`src/design/tcw_pkg.sv`:
```
// Shared constants, types and codes for the text console writer.
package tcw_pkg;

  // Screen geometry
  localparam int COLUMNS = 80;
  localparam int ROWS    = 25;
  localparam int CELLS   = COLUMNS * ROWS;

  // Fixed field widths
  localparam int OP_W   = 2;
  localparam int CHAR_W = 8;
  localparam int ROW_W  = 5;
  localparam int COL_W  = 7;
  localparam int OFF_W  = 11;
  localparam int CELL_W = 16;
  localparam int ATTR_W = 8;
  localparam int CFG_IDX_W = 2;

  // Derived storage widths
  localparam int ADDR_W = $clog2(CELLS);
  localparam int TOP_W  = $clog2(ROWS);

  // Queue depth between stages (power of two)
  localparam int QDEPTH = 2;
  localparam int QPTR_W = $clog2(QDEPTH);
  localparam int QCNT_W = $clog2(QDEPTH + 1);

  // Operation codes
  localparam logic [OP_W-1:0] OP_PUT   = 2'd0;
  localparam logic [OP_W-1:0] OP_CLEAR = 2'd1;
  localparam logic [OP_W-1:0] OP_READ  = 2'd2;

  // Configuration register indexes
  localparam logic [CFG_IDX_W-1:0] CFG_CHAR_COLOR = 2'd0;
  localparam logic [CFG_IDX_W-1:0] CFG_INVERSE    = 2'd1;

  // Character and attribute constants
  localparam logic [CHAR_W-1:0] NEWLINE_CODE  = 8'h0A;
  localparam logic [CHAR_W-1:0] SPACE_CODE    = 8'h20;
  localparam logic [ATTR_W-1:0] BLANK_NORMAL  = 8'h07;
  localparam logic [ATTR_W-1:0] BLANK_INVERSE = 8'h70;
  localparam logic [ATTR_W-1:0] COLOR_RESET   = 8'h0E;

  // Classified command passed from front to back
  typedef struct packed {
    logic [OP_W-1:0]   op;
    logic [CHAR_W-1:0] char_code;
    logic [ROW_W-1:0]  row;
    logic [COL_W-1:0]  col;
    logic              newline;
    logic              in_range;
  } cmd_t;

  // One result transaction
  typedef struct packed {
    logic [COL_W-1:0]  cursor_col;
    logic [ROW_W-1:0]  cursor_row;
    logic [OFF_W-1:0]  cursor_offset;
    logic [CELL_W-1:0] cell_value;
    logic              scrolled;
  } res_t;

endpackage

```
`src/design/tcw_out_queue.sv`:
```
// Result queue between the back end and the output ports.
module tcw_out_queue
  import tcw_pkg::*;
(
  input  logic clk,
  input  logic rst,
  input  logic res_push,
  input  res_t res_data,
  output logic res_full,
  input  logic pop,
  output logic empty,
  output res_t head
);

  res_t              slots [QDEPTH];
  logic [QPTR_W-1:0] wr_ptr;
  logic [QPTR_W-1:0] rd_ptr;
  logic [QCNT_W-1:0] count;
  logic              do_push;
  logic              do_pop;

  assign res_full = (count == QCNT_W'(QDEPTH));
  assign empty    = (count == '0);
  assign head     = slots[rd_ptr];
  assign do_push  = res_push && !res_full;
  assign do_pop   = pop && !empty;

  always_ff @(posedge clk) begin
    if (do_push) begin
      slots[wr_ptr] <= res_data;
    end
  end

  always_ff @(posedge clk) begin
    if (rst) begin
      wr_ptr <= '0;
      rd_ptr <= '0;
      count  <= '0;
    end else begin
      if (do_push) begin
        wr_ptr <= wr_ptr + 1'b1;
      end
      if (do_pop) begin
        rd_ptr <= rd_ptr + 1'b1;
      end
      if (do_push && !do_pop) begin
        count <= count + 1'b1;
      end else if (do_pop && !do_push) begin
        count <= count - 1'b1;
      end
    end
  end

endmodule

```
`config.mk`:
```
export PLATFORM = sky130hd
export DESIGN_NAME = tcw_out_queue
export DESIGN_NICKNAME = d
export VERILOG_FILES = /design/src/design/tcw_pkg.sv /design/src/design/tcw_out_queue.sv
export SDC_FILE = /design/constraint.sdc
export NUM_CORES = 1
export LEC_CHECK = 0
export ABC_AREA = 1
export BUFFER_PORTS_ARGS = -buffer_cell sky130_fd_sc_hd__buf_2
export CAP_MARGIN = 15
export CORE_MARGIN = 1.5
export CORE_UTILIZATION = 35
export DETAILED_ROUTE_END_ITERATION = 6
export GPL_TIMING_DRIVEN = 0
export MAX_ROUTING_LAYER = met4
export PLACE_DENSITY_LB_ADDON = 0.12
export SYNTH_ARGS = -nofsm -noshare
export SYNTH_HDL_FRONTEND = slang
export SYNTH_SLANG_ARGS = --single-unit
export TNS_END_PERCENT = 20
```
`constraint.sdc`:
```
create_clock -name clk -period 7.4 [get_ports clk]
set_input_delay 1.48 -clock clk [delete_from_list [all_inputs] [get_ports clk]]
set_output_delay 1.48 -clock clk [all_outputs]
set_load 0.02 [all_outputs]
```
# Yosys cells after proc, flatten, opt, wreduce, memory -nomap -nowiden
# Memory sizes are Yosys's and may differ from the RTL's. A register that Yosys moved wholly into a read port is not among the register bits.
# Index checks and enable logic that the tools add are counted.
# word_totals
ff_bits	4
ram_bits	80
elab_cells	25
n_memories	1
# classes
addsub	4
n_eq_ne	1
muxes	6
reduce_logical	10
# memory_table
memory	depth	width	read_ports	rd_ports_with_merged_regs	write_ports	line_no	source
slots	2	40	1	1	1	tcw_out_queue.sv:15	res_t slots [QDEPTH];
# ops
operator	count
$logic_and A1 B1 Y1	4
$logic_not A1 Y1	4
$mux W1	4
$mux W2	2
$add A1 B1 Y1 const B	2
$add A2 B1 Y2 const B	1
$eq A2 B2 Y1 const B	1
$logic_not A2 Y1	1
$reduce_bool A2 Y1	1
$sub A2 B1 Y2 const B	1

# Longest topological paths before layout
# depth
word_depth	7
mapped_depth	10

# Worst setup path after synthesis
# OpenSTA, ideal clock, no wires.
# synth_path
kind	input to register
start	input port res_push
end	memory slots[0][0] in the netlist's numbering (enable)
setup_ps	437
arrival_time_ps	3245
t_required_ps	6963
path_slack_ps	3717
stages	2
n_path_buf	0
path_cell_list	o21ai_2 nor2_1
# synth_between
elab_chain_len	3
# synth_lines
element	line_no	source
start, declared	tcw_out_queue.sv:7	input logic res_push,
$logic_and A1 B1 Y1	tcw_out_queue.sv:25	assign do_push = res_push && !res_full;
$mux W1	tcw_out_queue.sv:29	if (do_push) begin
$mux W1 (implied by the code)	tcw_out_queue.sv:30	slots[wr_ptr] <= res_data;
end, declared	tcw_out_queue.sv:15	
# Every way passes these cells.

==> reports/qor.yml <==
synth_top_cell_area_share: 0.7662
ctsResizeCount: 0
synth-simple-area-share: 0.02195
maxSlewViolCount: 0
slowest_stage: "dfxtp_1"
worst_pin_slew_ns: 0.5759
timing.rr.start: "count[0]"
overflow: 0
cts_hold_buf: 0
cts_buffer_depth: 2
hpwlAfterDp_mm: 3.660
syn_nets: 206
r2r-end: "slots[1][9]"
rr_worst_depth: 3
clk_latency_ns: 0.35
setup.worst_path.start_class: "register"
grt_pass1_wl_mm: 8.749
insertedDiodeCount: 0
wl_mm: 5.601
fin_nets: 304
cts_tree: "built"
grt_pass1_vias: 1743
layout_common_cells: "85 x buf_2, 80 x edfxtp_1, 40 x mux2_2"
min_period_ns: 2.965
vdd_drop_max_v: 0.0001468
finalHoldViolations: 0
fmax_mhz: 337.2
cp-endpoint: "head[0]"
synth_fa_ha_area_frac: 0.003990
ys_types: 17
fin_hold_ws_ns: 0.5431
syn_area_mm2: 0.003136
ys_seq_elements: 85
criticalPathCategory: "register to output port"
rows: 34
synth_compound_area_frac: 0.01197
synthCells: 161
p_leak_nw: 1.484
critPathTopFamily: "flip-flops"
clkTransAtPathRegs_ns: 0.08
synth_area_leaders: "edfxtp_1 77%, mux2_2 14%, dfxtp_1 3.2%"
area_growth_pct: 25.70
via_per_inst: 4.500
first_pass_iters: 3
path_buf_inv: 2
arrival_ns: 1.49
finalClockSkew_ns: 0.007695
htreeDepth: 3
clock_tree.root_cell: "clkbuf_8"
synth-xor-area-share: 0
maxCapViolations: 0
powerDensity_mw_per_mm2: 334.0
drive_above_1_share: 0.5795
dp.cells: 356
cp_num_cells: 3
cp.required_ns: 5.92
outcome: "finished clean"
final_common_cell: "buf_2"
cts_sinks: 85
synthMuxAreaShare: 0.1437
layout_worst_path_cycle_share: 0.4007
ys_seq_area_frac: 0.7981
slew-limit-headroom: 0.6152
synth_top_area_cell: "edfxtp_1"
pin_count: 86
synth_top_family_by_area: "multiplexers"
cts_setup_buffers: 0
cpPeakStageDelay_ns: 0.40
die_w_um: 97.65
grt_setup_unrepaired: "no"
finalSetupTns_ns: 0
grt_start_max_net_pins: 26
worst_slack_ns: 4.435
ant_nets: 0
yosysWarningCount: 0
holdCritPathClass: "register to register"
antenna_found_initial: 0
core-area_mm2: 0.008721
drc: 0
first_iter_violations: 16
end_kind: "output port"
setup_viol: 0
dieArea_mm2: 0.009536
wire_per_inst_um: 15.06
numPortBuffers: 85
critPathMaxFanout: 10
cts_buffers: 9
path_cells: "buf_4, mux2_2, buf_2"
grt_usage: 0.1271
start_util: 0.3595
die_height_um: 97.65
reg2reg_slack_ns: 5.69
dp_slack_ns: 4.625
vias: 1674
gp_congestion: 0.7009
layout.cells.non_filler: 372
syn_avg_cell_area_um2: 19.48
[worst reg2reg max path: stages (launching register included)]
cell     delay [ns]
dfxtp_1        0.47
o21ai_2        0.18
nor2_4         0.48
buf_12         0.27
[how the worst min path moves through the flow]
stage | startpoint | cells after the start | endpoint
6_report | wr_ptr | 2 | wr_ptr
5_1_grt | wr_ptr | 2 | wr_ptr
4_1_cts | wr_ptr | 2 | wr_ptr
3_5_place_dp | wr_ptr | 2 | wr_ptr
3_3_place_gp | wr_ptr | 2 | wr_ptr
2_1_floorplan | wr_ptr | 2 | wr_ptr
[cell usage after synthesis, drive strengths merged]
cell    instances
inv             9
nand2           4
buf             4
o21ai           5
dfxtp           5
ha              1
nand4           1
nand3           1
mux2           40
and2            1
edfxtp         80
a21oi           1
nor2            9
[logic make-up (layout without fill, tap and decap cells)]
| family | Yosys count | in the layout |
|---|---|---|
| DFF | 85 | 85 |
| muxes | 40 | 40 |
| and+or+nand+nor | 16 | 16 |
| buffers and inverters | 13 | 116 |
| AOI/OAI and AO/OA | 6 | 6 |
| adders and majority gates | 1 | 1 |
[state kept, by name, summed over array words and instances (netlist names), named ones only]
| name | count |
|---|---|
| count | 2 |
| rd_ptr | 1 |
| wr_ptr | 1 |
| slots | 80 |
[power by group]
| part | internal, W | leakage [nW] | switching (W) |
|---|---|---|---|
| sequential | 0.000607 | 0.788 | 0.0000228 |
| clock | 0.000153 | 0.0903 | 0.000160 |
| combinational | 0.000149 | 0.606 | 0.000223 |
[final cells by class]
class	count	area (µm²)
flip-flops and latches	85	2502
plain buffers	4	30.03
inverters	9	33.78
fillers	801	4780
multi-input cells	63	584.3
repair buffers	87	465.4
clock inverters	7	66.31
clock buffers	9	123.9
well taps	108	135.1
[metrics by stage]
stage / total power (W) / utilization / instance area (µm²)
2_1_floorplan: 0.0008927 / - / 3136
3_3_place_gp: 0.001011 / 0.4238 / 3696
3_5_place_dp: 0.001021 / 0.4301 / 3751
4_1_cts: 0.001340 / 0.4519 / 3941
5_1_grt: 0.001388 / 0.4519 / 3941
6_report: 0.001317 / 0.4519 / 3941
[per-layer routing]
layer	vias up	track usage	share of wire
met4	0	0.06264	0.021
met2	50	0.2041	0.50
met1	803	0.1452	0.43
met3	10	0.03813	0.050
li1	811	-	-
met5	-	-	0
Note: power is estimated with default switching activity, not from simulation.
