===== src/design/tcw_pkg.sv =====
// Shared constants, types and codes for the text console writer.
package tcw_pkg;

  // Screen geometry
  localparam int COLUMNS = 80;
  localparam int ROWS    = 25;
  localparam int CELLS   = COLUMNS * ROWS;

  // Fixed field widths
  localparam int OP_W   = 2;
  localparam int CHAR_W = 8;
  localparam int ROW_W  = 5;
  localparam int COL_W  = 7;
  localparam int OFF_W  = 11;
  localparam int CELL_W = 16;
  localparam int ATTR_W = 8;
  localparam int CFG_IDX_W = 2;

  // Derived storage widths
  localparam int ADDR_W = $clog2(CELLS);
  localparam int TOP_W  = $clog2(ROWS);

  // Queue depth between stages (power of two)
  localparam int QDEPTH = 2;
  localparam int QPTR_W = $clog2(QDEPTH);
  localparam int QCNT_W = $clog2(QDEPTH + 1);

  // Operation codes
  localparam logic [OP_W-1:0] OP_PUT   = 2'd0;
  localparam logic [OP_W-1:0] OP_CLEAR = 2'd1;
  localparam logic [OP_W-1:0] OP_READ  = 2'd2;

  // Configuration register indexes
  localparam logic [CFG_IDX_W-1:0] CFG_CHAR_COLOR = 2'd0;
  localparam logic [CFG_IDX_W-1:0] CFG_INVERSE    = 2'd1;

  // Character and attribute constants
  localparam logic [CHAR_W-1:0] NEWLINE_CODE  = 8'h0A;
  localparam logic [CHAR_W-1:0] SPACE_CODE    = 8'h20;
  localparam logic [ATTR_W-1:0] BLANK_NORMAL  = 8'h07;
  localparam logic [ATTR_W-1:0] BLANK_INVERSE = 8'h70;
  localparam logic [ATTR_W-1:0] COLOR_RESET   = 8'h0E;

  // Classified command passed from front to back
  typedef struct packed {
    logic [OP_W-1:0]   op;
    logic [CHAR_W-1:0] char_code;
    logic [ROW_W-1:0]  row;
    logic [COL_W-1:0]  col;
    logic              newline;
    logic              in_range;
  } cmd_t;

  // One result transaction
  typedef struct packed {
    logic [COL_W-1:0]  cursor_col;
    logic [ROW_W-1:0]  cursor_row;
    logic [OFF_W-1:0]  cursor_offset;
    logic [CELL_W-1:0] cell_value;
    logic              scrolled;
  } res_t;

endpackage


===== src/design/tcw_front.sv =====
// Front end: accept and classify input transactions into a short command queue.
module tcw_front
  import tcw_pkg::*;
(
  input  logic              clk,
  input  logic              rst,
  input  logic              push,
  input  logic              hold,
  output logic              full,
  input  logic [OP_W-1:0]   op,
  input  logic [CHAR_W-1:0] char_code,
  input  logic [ROW_W-1:0]  row,
  input  logic [COL_W-1:0]  col,
  input  logic              cmd_pop,
  output logic              cmd_empty,
  output cmd_t              cmd_head
);

  cmd_t              slots [QDEPTH];
  logic [QPTR_W-1:0] wr_ptr;
  logic [QPTR_W-1:0] rd_ptr;
  logic [QCNT_W-1:0] count;
  cmd_t              cmd_in;
  logic              do_push;
  logic              do_pop;

  assign full      = (count == QCNT_W'(QDEPTH)) || hold;
  assign cmd_empty = (count == '0);
  assign cmd_head  = slots[rd_ptr];
  assign do_push   = push && !full;
  assign do_pop    = cmd_pop && !cmd_empty;

  // Classify: flag newline and read range once, here
  always_comb begin
    cmd_in.op        = op;
    cmd_in.char_code = char_code;
    cmd_in.row       = row;
    cmd_in.col       = col;
    cmd_in.newline   = (char_code == NEWLINE_CODE);
    cmd_in.in_range  = ({1'b0, row} < (ROW_W+1)'(ROWS)) && ({1'b0, col} < (COL_W+1)'(COLUMNS));
  end

  always_ff @(posedge clk) begin
    if (do_push) begin
      slots[wr_ptr] <= cmd_in;
    end
  end

  // Pointers wrap naturally as the depth is a power of two
  always_ff @(posedge clk) begin
    if (rst) begin
      wr_ptr <= '0;
      rd_ptr <= '0;
      count  <= '0;
    end else begin
      if (do_push) begin
        wr_ptr <= wr_ptr + 1'b1;
      end
      if (do_pop) begin
        rd_ptr <= rd_ptr + 1'b1;
      end
      if (do_push && !do_pop) begin
        count <= count + 1'b1;
      end else if (do_pop && !do_push) begin
        count <= count - 1'b1;
      end
    end
  end

endmodule


===== config.mk =====
export PLATFORM = sky130hd
export DESIGN_NAME = tcw_front
export DESIGN_NICKNAME = d
export VERILOG_FILES = /design/src/design/tcw_pkg.sv /design/src/design/tcw_front.sv
export SDC_FILE = /design/constraint.sdc
export NUM_CORES = 1
export LEC_CHECK = 0
export ABC_AREA = 1
export ABC_CLOCK_PERIOD_IN_PS = 2160
export BUFFER_PORTS_ARGS = -buffer_cell sky130_fd_sc_hd__buf_2
export CORE_AREA = 2 2 70 72
export CTS_BUF_LIST = sky130_fd_sc_hd__clkbuf_8
export DETAILED_ROUTE_END_ITERATION = 10
export DIE_AREA = 0 0 72 74
export MAX_ROUTING_LAYER = met4
export PLACE_DENSITY = 0.86
export SLEW_MARGIN = 25
export SYNTH_ARGS = -nofsm -noshare
export SYNTH_HDL_FRONTEND = slang
export SYNTH_SLANG_ARGS = --single-unit
export TNS_END_PERCENT = 20

===== constraint.sdc =====
create_clock -name clk -period 2.16 [get_ports clk]
set_clock_uncertainty 0.1 [all_clocks]
set_input_delay 0.216 -clock clk [delete_from_list [all_inputs] [get_ports clk]]
set_output_delay 0.216 -clock clk [all_outputs]
set_load 0.02 [all_outputs]

# After elaboration in Yosys (flattened, before gate mapping)
# Memory sizes are Yosys's and may differ from the RTL's. A register that Yosys moved wholly into a read port is not among the register bits.
# Cells that the tools add are included.
op_classes:
  n_addsub: 4
  n_lt_le_gt_ge: 2
  n_eq_ne: 2
  mux: 6
  reduce_logical: 12
ops:
  columns: ["op", "n"]
  rows:
  - ["$eq 8x4->1 const B", 1]
  - ["$lt 7x7->1 const B", 1]
  - ["$logic_and 1x1->1", 5]
  - ["$lt 5x5->1 const B", 1]
  - ["$logic_not 1->1", 4]
  - ["$mux 1", 4]
  - ["$mux 2", 2]
  - ["$add 1x1->1 const B", 2]
  - ["$add 2x1->2 const B", 1]
  - ["$eq 2x2->1 const B", 1]
  - ["$logic_not 2->1", 1]
  - ["$reduce_bool 2->1", 1]
  - ["$sub 2x1->2 const B", 1]
  - ["$logic_or 1x1->1", 1]
word_totals:
  ff_bits: 4
  mem_bits_rw: 48
  input_bits: 27
  output_inout_bits: 26
  memories: 1
mem_list:
  columns: ["memory", "words", "width", "rd", "rd_ports_with_merged_regs", "wr", "line_no", "rtl"]
  rows:
  - ["slots", 2, 24, 1, 1, 1, "tcw_front.sv:19", "cmd_t slots [QDEPTH];"]

# Longest topological paths before layout
# Gate-level depths: netlist (run 1).
depth:
  word_depth: 8
  mapped_depth: 11
  ltp_nobuf: 11

# Least setup slack after synthesis (run 1)
# OpenSTA, ideal clock, no wires.
synth_path:
  kind: "register -> register"
  startpoint: "register count[0]"
  endpoint: "memory slots[0][0] (netlist name) (enable)"
  setup_ps: 405
  arrival_time_ps: 1623
  required_ps: 1655
  setup_slack_ps: 32
  path_stages_with_launch: 5
  path_buffers: 0
  synth_period_minus_slack_ps: 2128
  path_cell_list: "dfxtp_1 > inv_2 > nand2_1 > nand3_2 > nor2_1"
synth_via:
  elab_chain_len: 6
synth_rtl:
  columns: ["element", "line_no", "rtl"]
  rows:
  - ["from (decl)", "tcw_front.sv:22", "logic [QCNT_W-1:0] count;"]
  - ["from (signal assigned)", "tcw_front.sv:63", "count <= count + 1'b1;"]
  - ["from (signal assigned)", "tcw_front.sv:65", "count <= count - 1'b1;"]
  - ["$eq 2x2->1", "tcw_front.sv:27", "assign full = (count == QCNT_W'(QDEPTH)) || hold;"]
  - ["$logic_or 1x1->1", "tcw_front.sv:27", null]
  - ["$logic_not 1->1", "tcw_front.sv:30", "assign do_push = push && !full;"]
  - ["$logic_and 1x1->1", "tcw_front.sv:30", null]
  - ["$mux 1", "tcw_front.sv:44", "if (do_push) begin"]
  - ["$mux 1 (implied by the code)", "tcw_front.sv:45", "slots[wr_ptr] <= cmd_in;"]
  - ["to (decl)", "tcw_front.sv:19", null]
# No other way between the ends.

==> results of run 1 <==
[kinds of logic after synthesis]
kind of cell    count (synthesis)  share of synthesized area
compound gates                  6                     0.0151
fa+ha+maj                       1                    0.00582
buf+inv                        16                     0.0466
flops                          53                      0.718
mux                            24                      0.161
simple gates                   26                     0.0542
[final cells by class]
class	count	area (µm²)
clock buffers	5	68.8
clock inverters	3	25.0
fillers	354	1930
inverters	13	48.8
multi-input cells	57	509
flip-flops and latches	53	1540
well taps	54	67.6
repair buffers	66	405
[registers in the layout, summed over array words and instances, names as in the netlist, named ones only]
| signal | count |
|---|---|
| count | 2 |
| rd_ptr | 1 |
| slots | 48 |
| wr_ptr | 1 |
[power breakdown]
group / total [µW] / switching, µW / internal [µW] / leakage, µW
logic: 581 / 315 / 266 / 0.000556
registers: 1230 / 30.9 / 1200 / 0.000483
clock network: 557 / 323 / 234 / 0.0000447
total: 2370 / 669 / 1700 / 0.00108
[what timing repair did]
| action | 4_1_cts | 5_1_grt |
|---|---|---|
| hold buffers | 8 | 3 |
| gates resized for setup | 0 | 0 |
| endpoints found under the hold margin | 14 | 6 |
| setup buffers | 0 | 0 |
| setup endpoints to repair | 0 | 0 |
[layer usage]
layer | vias to the layer above | GRT usage | part of all wire
met5 | - | - | 0
met4 | 0 | 0.0629 | 0.018
met3 | 5 | 0.0569 | 0.059
met2 | 35 | 0.255 | 0.54
met1 | 552 | 0.143 | 0.38
li1 | 594 | - | -
[worst paths after layout]
check	cells after the start	endpoint	startpoint	slack, ns
max	3	cmd_head[21]	flop	0.43
min	1	slots[1][8]$_DFFE_PP_	col[6]	0.01
max reg2reg	5	slots[0][12]$_DFFE_PP_	count[0]$_SDFFE_PP0P_	0.64
min reg2reg	2	count[0]$_SDFFE_PP0P_	count[0]$_SDFFE_PP0P_	0.44
[per-stage QoR]
| step | hold WS (ns) | setup slack (ns) | util | instances |
|---|---|---|---|---|
| after floorplan | 0.188 | 0.0322 | - | 126 |
| after global placement | 0.288 | 0.728 | 0.536 | 232 |
| after detailed placement | 0.294 | 0.638 | 0.536 | 232 |
| after CTS | 0.000570 | 0.408 | 0.573 | 248 |
| after global routing | -0.000397 | 0.362 | 0.580 | 251 |
| final | 0.0136 | 0.431 | 0.580 | 251 |
[synthesized netlist by cell type]
cell | number | area share
edfxtp_1 | 48 | 0.67
mux2_4 | 20 | 0.14
inv_1 | 12 | 0.021
nand2_1 | 10 | 0.017
nor2_1 | 9 | 0.016
dfxtp_1 | 5 | 0.047
mux2_2 | 4 | 0.021
nand4_1 | 3 | 0.0087
o21ai_0 | 3 | 0.0070
buf_12 | 2 | 0.019
a21oi_1 | 1 | 0.0023
and2_1 | 1 | 0.0029
buf_6 | 1 | 0.0052
ha_1 | 1 | 0.0058
inv_2 | 1 | 0.0017
nand3_1 | 1 | 0.0023
nand3_2 | 1 | 0.0047
nor3_1 | 1 | 0.0023
o21a_1 | 1 | 0.0035
o21ai_1 | 1 | 0.0023
==> impl_metrics.tcl, run 1 <==
set metrics [dict create \
    outcome "completed" \
    cp_slowest_cell "dfxtp_1" \
    hold_viol_final 0 \
    cts-root-buf "clkbuf_8" \
    dpl_cell_area_um2 2460 \
    end_kind "primary output" \
    drcViolationCount 0 \
    crit_arrival_ns 1.41 \
    h-tree-depth 2 \
    cts_tree "built" \
    die_h_um 74 \
    required_ns 1.84 \
    critPathMaxFanout 24 \
    syn_nets 154 \
    final_cell_area_um2 2670 \
    grt_overflow 0 \
    timing.final.crit_share 0.800 \
    drive_gt1_frac 0.457 \
    hpwl_um 2460 \
    cp_num_buf_inv 2 \
    grt_max_degree 25 \
    cts_buffer_depth 2 \
    fp-row-count 25 \
    ys_ff_latch 53 \
    fin_crit_ns 1.73 \
    routedWlPerCell_um 14.0 \
    finalWirelength_um 3510 \
    yosys.cell_types.count 20 \
    cpLargestDelayFamily "buffers and inverters" \
    dieWidth_um 72 \
    peakVddDrop_v 0.000539 \
    syn2layout_area_growth_pct 24.1 \
    antenna_found_initial 0 \
    clock_latency_ns 0.30 \
    grt_setup_unrepaired "false" \
    die-area_um2 5330 \
    gp_congestion 0.701 \
    io_pins 53 \
    ys_seq_area_frac 0.718 \
    core_um2 4600 \
    initialDrtViolationCount 101 \
    yosysWarnings 0 \
    max_stage_delay_ns 0.37 \
    clock-sinks 53 \
    dr.pass1.iters 4 \
    path_cells "buf_12 > mux2_2 > buf_2" \
    port_buffers 52 \
    layout_commonest_cell "buf_2" \
    finalSetupViolCount 0 \
    syn_area_um2 2150 \
    synth_cells 126 \
    grt_pass1_wl_um 5310 \
    vias 1186 \
    grt_pass1_vias 1146 \
    path_class "flop to primary output" \
    drv_slew 0 \
    syn_area_per_cell_um2 17.1 \
    finalSetupTns_ns 0 \
    antenna_cells 0 \
    numCtsBuffers 5 \
    leakage_uw 0.00108 \
    power_uw 2370 \
    power-per-cell-area_nw_per_um2 887 \
    vias_per_cell 4.73 \
    slew_headroom 0.783 \
    fmax_mhz 578 \
    track_usage 0.145 \
    cap_viol_max_count 0 \
    worst_setup_path_start_kind "flop" \
    hold_path_class "input pin to flop" \
    floorplan.initialDensity 0.467 \
    mostFrequentLayoutCells "buf_2, edfxtp_1, mux2_4" \
    nets 224 \
    worst_slew_pin_slew_ns 0.326 \
    clkSlewWorstSetupHoldPaths_ns 0.10 \
    antenna_left 0 \
]
Power figures use the tool's default switching activity.
==> run 2: changes to the inputs <==
--- a/config.mk
+++ b/config.mk
@@ -6,14 +6,14 @@
 export NUM_CORES = 1
 export LEC_CHECK = 0
 export ABC_AREA = 1
-export ABC_CLOCK_PERIOD_IN_PS = 2160
+export ABC_CLOCK_PERIOD_IN_PS = 1750
 export BUFFER_PORTS_ARGS = -buffer_cell sky130_fd_sc_hd__buf_2
-export CORE_AREA = 2 2 70 72
+export CORE_AREA = 2 2 69 71
 export CTS_BUF_LIST = sky130_fd_sc_hd__clkbuf_8
 export DETAILED_ROUTE_END_ITERATION = 10
-export DIE_AREA = 0 0 72 74
+export DIE_AREA = 0 0 71 73
 export MAX_ROUTING_LAYER = met4
-export PLACE_DENSITY = 0.86
+export PLACE_DENSITY = 0.85
 export SLEW_MARGIN = 25
 export SYNTH_ARGS = -nofsm -noshare
 export SYNTH_HDL_FRONTEND = slang
==> constraint.sdc (replaced) <==
create_clock -name clk -period 1.75 [get_ports clk]
set_clock_uncertainty 0.1 [all_clocks]
set_input_delay 0.175 -clock clk [delete_from_list [all_inputs] [get_ports clk]]
set_output_delay 0.175 -clock clk [all_outputs]
set_load 0.02 [all_outputs]
==> run 2 against run 1 <==
Net effect:
- hold slack better by 0.15 ns
- critical path depth did not move
- combinational power rose by 30%
- clock power grew 39%
- sequential share of layout area fell by 3.4 points
- clock-buffer cell count unchanged
- core utilization grew 4.4 points
- register-to-register slack got worse by 0.40 ns
==> impl_metrics.tcl, run 2 (same netlist as run 1, synthesis figures left out) <==
set metrics [dict create \
    hold_path_class "input pin to flop" \
    h-tree-depth 2 \
    floorplan.initialDensity 0.474 \
    antenna_cells 0 \
    port_buffers 52 \
    io_pins 53 \
    p_sw_frac 0.260 \
    ctsHoldBuffers 23 \
    switchingPower_uw 793 \
    die_h_um 73 \
    reg.largest.list "slots: 48 flops, count: 2 flops" \
    cts_tree "built" \
    power-per-cell-area_nw_per_um2 1080 \
    post-cts-setup-buffer-count 0 \
    worst_setup_path_start_kind "flop" \
    dieWidth_um 71 \
    power.share.sequential 0.498 \
    grt_max_degree 25 \
    critPathMaxFanout 7 \
    track_usage 0.146 \
    cpLargestDelayFamily "flip-flops" \
    layout_commonest_cell "buf_2" \
    clock_latency_ns 0.29 \
    drv_slew 0 \
    grt_overflow 0 \
    numCtsBuffers 5 \
    power.internal_uw 2250 \
    crit_arrival_ns 1.37 \
    antenna_found_initial 0 \
    path_class "flop to primary output" \
    vias_per_cell 4.73 \
    mostFrequentLayoutCells "buf_2, edfxtp_1, dlygate4sd3_1" \
    routedWlPerCell_um 13.4 \
    vias 1249 \
    cap_viol_max_count 0 \
    pwr-share-clk 0.255 \
    finalSetupViolCount 0 \
    hold_viol_final 0 \
    fin_crit_ns 1.64 \
    drive_gt1_frac 0.424 \
    fmax_mhz 609 \
    pwr-share-comb 0.248 \
    grt_setup_unrepaired "false" \
    timing.final.crit_share 0.938 \
    grt_pass1_wl_um 5530 \
    leakage_uw 0.00116 \
    core_um2 4540 \
    finalSetupTns_ns 0 \
    dr.pass1.iters 2 \
    fp-row-count 25 \
    finalWirelength_um 3550 \
    syn2layout_area_growth_pct 31.8 \
    end_kind "primary output" \
    power_uw 3050 \
    cp_slowest_cell "dfxtp_1" \
    peakVddDrop_v 0.000381 \
    die-area_um2 5180 \
    path_cells "buf_4 > mux2_2 > buf_2" \
    max_stage_delay_ns 0.38 \
    worst_slew_pin_slew_ns 0.203 \
    grt_pass1_vias 1260 \
    top_register "slots" \
    largest_reg_flops 48 \
    cts-root-buf "clkbuf_8" \
    slew_headroom 0.863 \
    cts_buffer_depth 2 \
    initialDrtViolationCount 96 \
    required_ns 1.47 \
    clock-sinks 53 \
    outcome "completed" \
    cts-resized-gates 0 \
    antenna_left 0 \
    gp_congestion 0.689 \
    clkSlewWorstSetupHoldPaths_ns 0.08 \
    drcViolationCount 0 \
    nets 237 \
    cp_num_buf_inv 2 \
]
-- run 2: through the flow --
step	std cells	cell area (µm²)	hold WS [ns]	util	setup WS, ns
2_1_floorplan	126	2150	0.147	-	0.0141
3_3_place_gp	233	2490	0.249	0.550	0.371
3_5_place_dp	233	2490	0.251	0.550	0.257
4_1_cts	264	2830	0.157	0.624	0.0869
5_1_grt	264	2830	0.178	0.624	0.0328
6_report	264	2830	0.159	0.624	0.109
-- run 2: layout make-up --
| type | instances | area, µm² |
|---|---|---|
| sequential | 53 | 1540 |
| fill | 333 | 1700 |
| timing repair buffer | 79 | 558 |
| inverter | 13 | 48.8 |
| multi-input combinational | 57 | 509 |
| clock inverter | 3 | 37.5 |
| clock buffer | 5 | 68.8 |
| tap | 54 | 67.6 |
-- run 2: metal layers --
layer	vias up	wire length (µm)	global-route usage
li1	618	-	-
met1	595	1490	0.173
met2	31	1880	0.245
met3	5	123	0.0262
met4	0	59	0.0692
met5	-	0	-
-- run 2: path summary, 6_finish.rpt --
kind / from / cells past startpoint / slack (ns) / to
max: flop / 3 / 0.11 / cmd_head[21]
min reg2reg: count[0]$_SDFFE_PP0P_ / 2 / 0.44 / count[0]$_SDFFE_PP0P_
min: push / 5 / 0.16 / wr_ptr$_SDFFE_PP0P_
max reg2reg: count[0]$_SDFFE_PP0P_ / 10 / 0.24 / count[1]$_SDFFE_PP0P_
-- run 2: power groups by stage --
| stage | Sequential [µW] | Combinational [µW] | Clock (µW) |
|---|---|---|---|
| 4_1_cts | 1520 | 764 | 801 |
| 5_1_grt | 1530 | 817 | 857 |
| 6_report | 1520 | 754 | 777 |
| 3_3_place_gp | 1540 | 706 | 0 |
| 3_5_place_dp | 1550 | 722 | 0 |
| 2_1_floorplan | 1530 | 547 | 0 |
-- run 2: worst reg2reg max path: cells and delay by family (launching register included) --
| kind | cells | cell delay, ns |
|---|---|---|
| adder cells (fa/ha/maj) | 1 | 0.24 |
| flip-flops | 1 | 0.40 |
| AND/OR/NAND/NOR | 5 | 0.45 |
| buffers and inverters | 4 | 0.27 |
==> run 3: changes to the inputs <==
--- a/config.mk
+++ b/config.mk
@@ -7,13 +7,13 @@
 export LEC_CHECK = 0
 export ABC_AREA = 1
 export ABC_CLOCK_PERIOD_IN_PS = 1750
-export BUFFER_PORTS_ARGS = -buffer_cell sky130_fd_sc_hd__buf_2
 export CORE_AREA = 2 2 69 71
 export CTS_BUF_LIST = sky130_fd_sc_hd__clkbuf_8
 export DETAILED_ROUTE_END_ITERATION = 10
 export DIE_AREA = 0 0 71 73
+export DONT_BUFFER_PORTS = 1
 export MAX_ROUTING_LAYER = met4
-export PLACE_DENSITY = 0.85
+export PLACE_DENSITY = 0.74
 export SLEW_MARGIN = 25
 export SYNTH_ARGS = -nofsm -noshare
 export SYNTH_HDL_FRONTEND = slang
==> run 3 against run 2 <==
Net effect:
- routed wire length down 4.0%
- global-route usage down 0.61 points
- die area unchanged
- sequential power about the same
- fmax up 4.8%
- setup slack better by 0.076 ns
- clock-buffer cell count unchanged
- hold slack worse by 0.10 ns
==> impl_metrics.tcl, run 3 (same netlist as run 1, synthesis figures left out) <==
set metrics [dict create \
    nets 187 \
    grt_setup_unrepaired "false" \
    cap_viol_max_count 0 \
    dp.cells 183 \
    routedWlPerCell_um 15.9 \
    cp_slowest_cell "mux2_2" \
    dr.pass1.iters 4 \
    path_class "flop to primary output" \
    outcome "completed" \
    fmax_mhz 639 \
    leakage_uw 0.000969 \
    track_usage 0.140 \
    required_ns 1.47 \
    fp-row-count 25 \
    grt_pass1_vias 1104 \
    die-area_um2 5180 \
    core_um2 4540 \
    power_uw 3080 \
    slew_headroom 0.745 \
    timing.final.crit_share 0.894 \
    crit_arrival_ns 1.29 \
    drv_slew 0 \
    clock-sinks 53 \
    layout_commonest_cell "edfxtp_1" \
    cts_tree "built" \
    hpwl_um 2410 \
    dieWidth_um 71 \
    grt_pass1_wl_um 5150 \
    hold_path_class "input pin to flop" \
    cts-root-buf "clkbuf_8" \
    finalWirelength_um 3410 \
    grt_max_degree 19 \
    clkSlewWorstSetupHoldPaths_ns 0.08 \
    worst_setup_path_start_kind "flop" \
    vias_per_cell 5.08 \
    max_stage_delay_ns 0.41 \
    fill_cells 345 \
    cpLargestDelayFamily "multiplexers" \
    holdPathEnd "wr_ptr$_SDFFE_PP0P_" \
    antenna_cells 0 \
    reg2reg_depth 10 \
    regToRegStartpoint "count[0]$_SDFFE_PP0P_" \
    io_pins 53 \
    syn2layout_area_growth_pct 20.5 \
    reg2reg_to "count[1]$_SDFFE_PP0P_" \
    port_buffers 0 \
    drive_gt1_frac 0.256 \
    cts_buffer_depth 2 \
    reg2reg_slack_ns 0.20 \
    top_register "slots" \
    initialDrtViolationCount 62 \
    clock_latency_ns 0.29 \
    hold_viol_final 0 \
    floorplan.initialDensity 0.474 \
    vias 1087 \
    antenna_left 0 \
    final_cells 214 \
    post-cts-setup-buffer-count 0 \
    mostFrequentLayoutCells "edfxtp_1, dlygate4sd3_1, mux2_4" \
    peakVddDrop_v 0.000643 \
    worst_slew_pin_slew_ns 0.381 \
    numCtsBuffers 5 \
    finalSetupViolCount 0 \
    hold_depth 4 \
    fin_crit_ns 1.57 \
    end_kind "primary output" \
    antenna_found_initial 0 \
    die_h_um 73 \
    finalSetupTns_ns 0 \
    power-per-cell-area_nw_per_um2 1190 \
    critPathMaxFanout 18 \
    fin_ws_ns 0.185 \
    post-place-ws_ns 0.238 \
    cp_num_buf_inv 1 \
    reg.largest.list "slots: 48 flops, count: 2 flops" \
    gp_congestion 0.715 \
    h-tree-depth 2 \
    path_cells "buf_12 > mux2_2" \
    grt_overflow 0 \
    worstHoldStart "push" \
    drcViolationCount 0 \
    largest_reg_flops 48 \
]
-- run 3: layer usage --
layer | track usage | routed length (µm) | share of wire | vias up
met2 | 0.236 | 1760 | 0.52 | 45
li1 | - | - | - | 517
met1 | 0.152 | 1350 | 0.39 | 519
met3 | 0.0525 | 256 | 0.075 | 6
met5 | - | 0 | 0 | -
met4 | 0.0545 | 48 | 0.014 | 0
-- run 3: what timing repair did --
action | in CTS | in global routing
resized for setup | 0 | 0
hold buffers | 23 | 0
endpoints found under the hold margin | 48 | 0
-- run 3: metrics by stage --
step / util / hold WS (ns) / instance area, µm²
2_1_floorplan: - / 0.147 / 2150
3_3_place_gp: 0.490 / 0.147 / 2220
3_5_place_dp: 0.490 / 0.154 / 2220
4_1_cts: 0.571 / 0.0452 / 2590
5_1_grt: 0.571 / 0.0427 / 2590
6_report: 0.571 / 0.0585 / 2590
-- run 3: worst max path at each step --
stage                             endpoint  slack (ns)  cells past startpoint
floorplan            slots[0][0]$_DFFE_PP_        0.01                      4
global placement    slots[0][23]$_DFFE_PP_        0.37                      5
detailed placement   count[1]$_SDFFE_PP0P_        0.24                     10
CTS                           cmd_head[15]        0.16                      2
global route         count[1]$_SDFFE_PP0P_        0.05                     10
finish                        cmd_head[15]        0.18                      2
-- run 3: area by class of cell --
class	instances	area (µm²)	share of cell area
Clock buffer	5	68.8	0.0266
Clock inverter	3	65.1	0.0251
Inverter	13	48.8	0.0188
Multi-Input combinational cell	57	509	0.197
Sequential cell	53	1540	0.595
Tap cell	54	67.6	0.0261
Timing Repair Buffer	29	288	0.111
-- run 3: power breakdown --
group          leakage, µW  switching [µW]  total (µW)  internal, µW
Sequential        0.000483            41.8        1520          1480
Clock            0.0000681             358         926           567
Combinational     0.000418             364         637           273
Total             0.000969             764        3080          2320
-- run 3: worst register-to-register path, cell delays in order (launching register included) --
cell and delay (ns):
dfxtp_1 0.42, inv_2 0.08, nand2_1 0.11, nand3_2 0.11, inv_1 0.07, ha_1 0.24
inv_1 0.09, nand3_1 0.08, nand2_1 0.07, inv_1 0.04, nor2_1 0.08
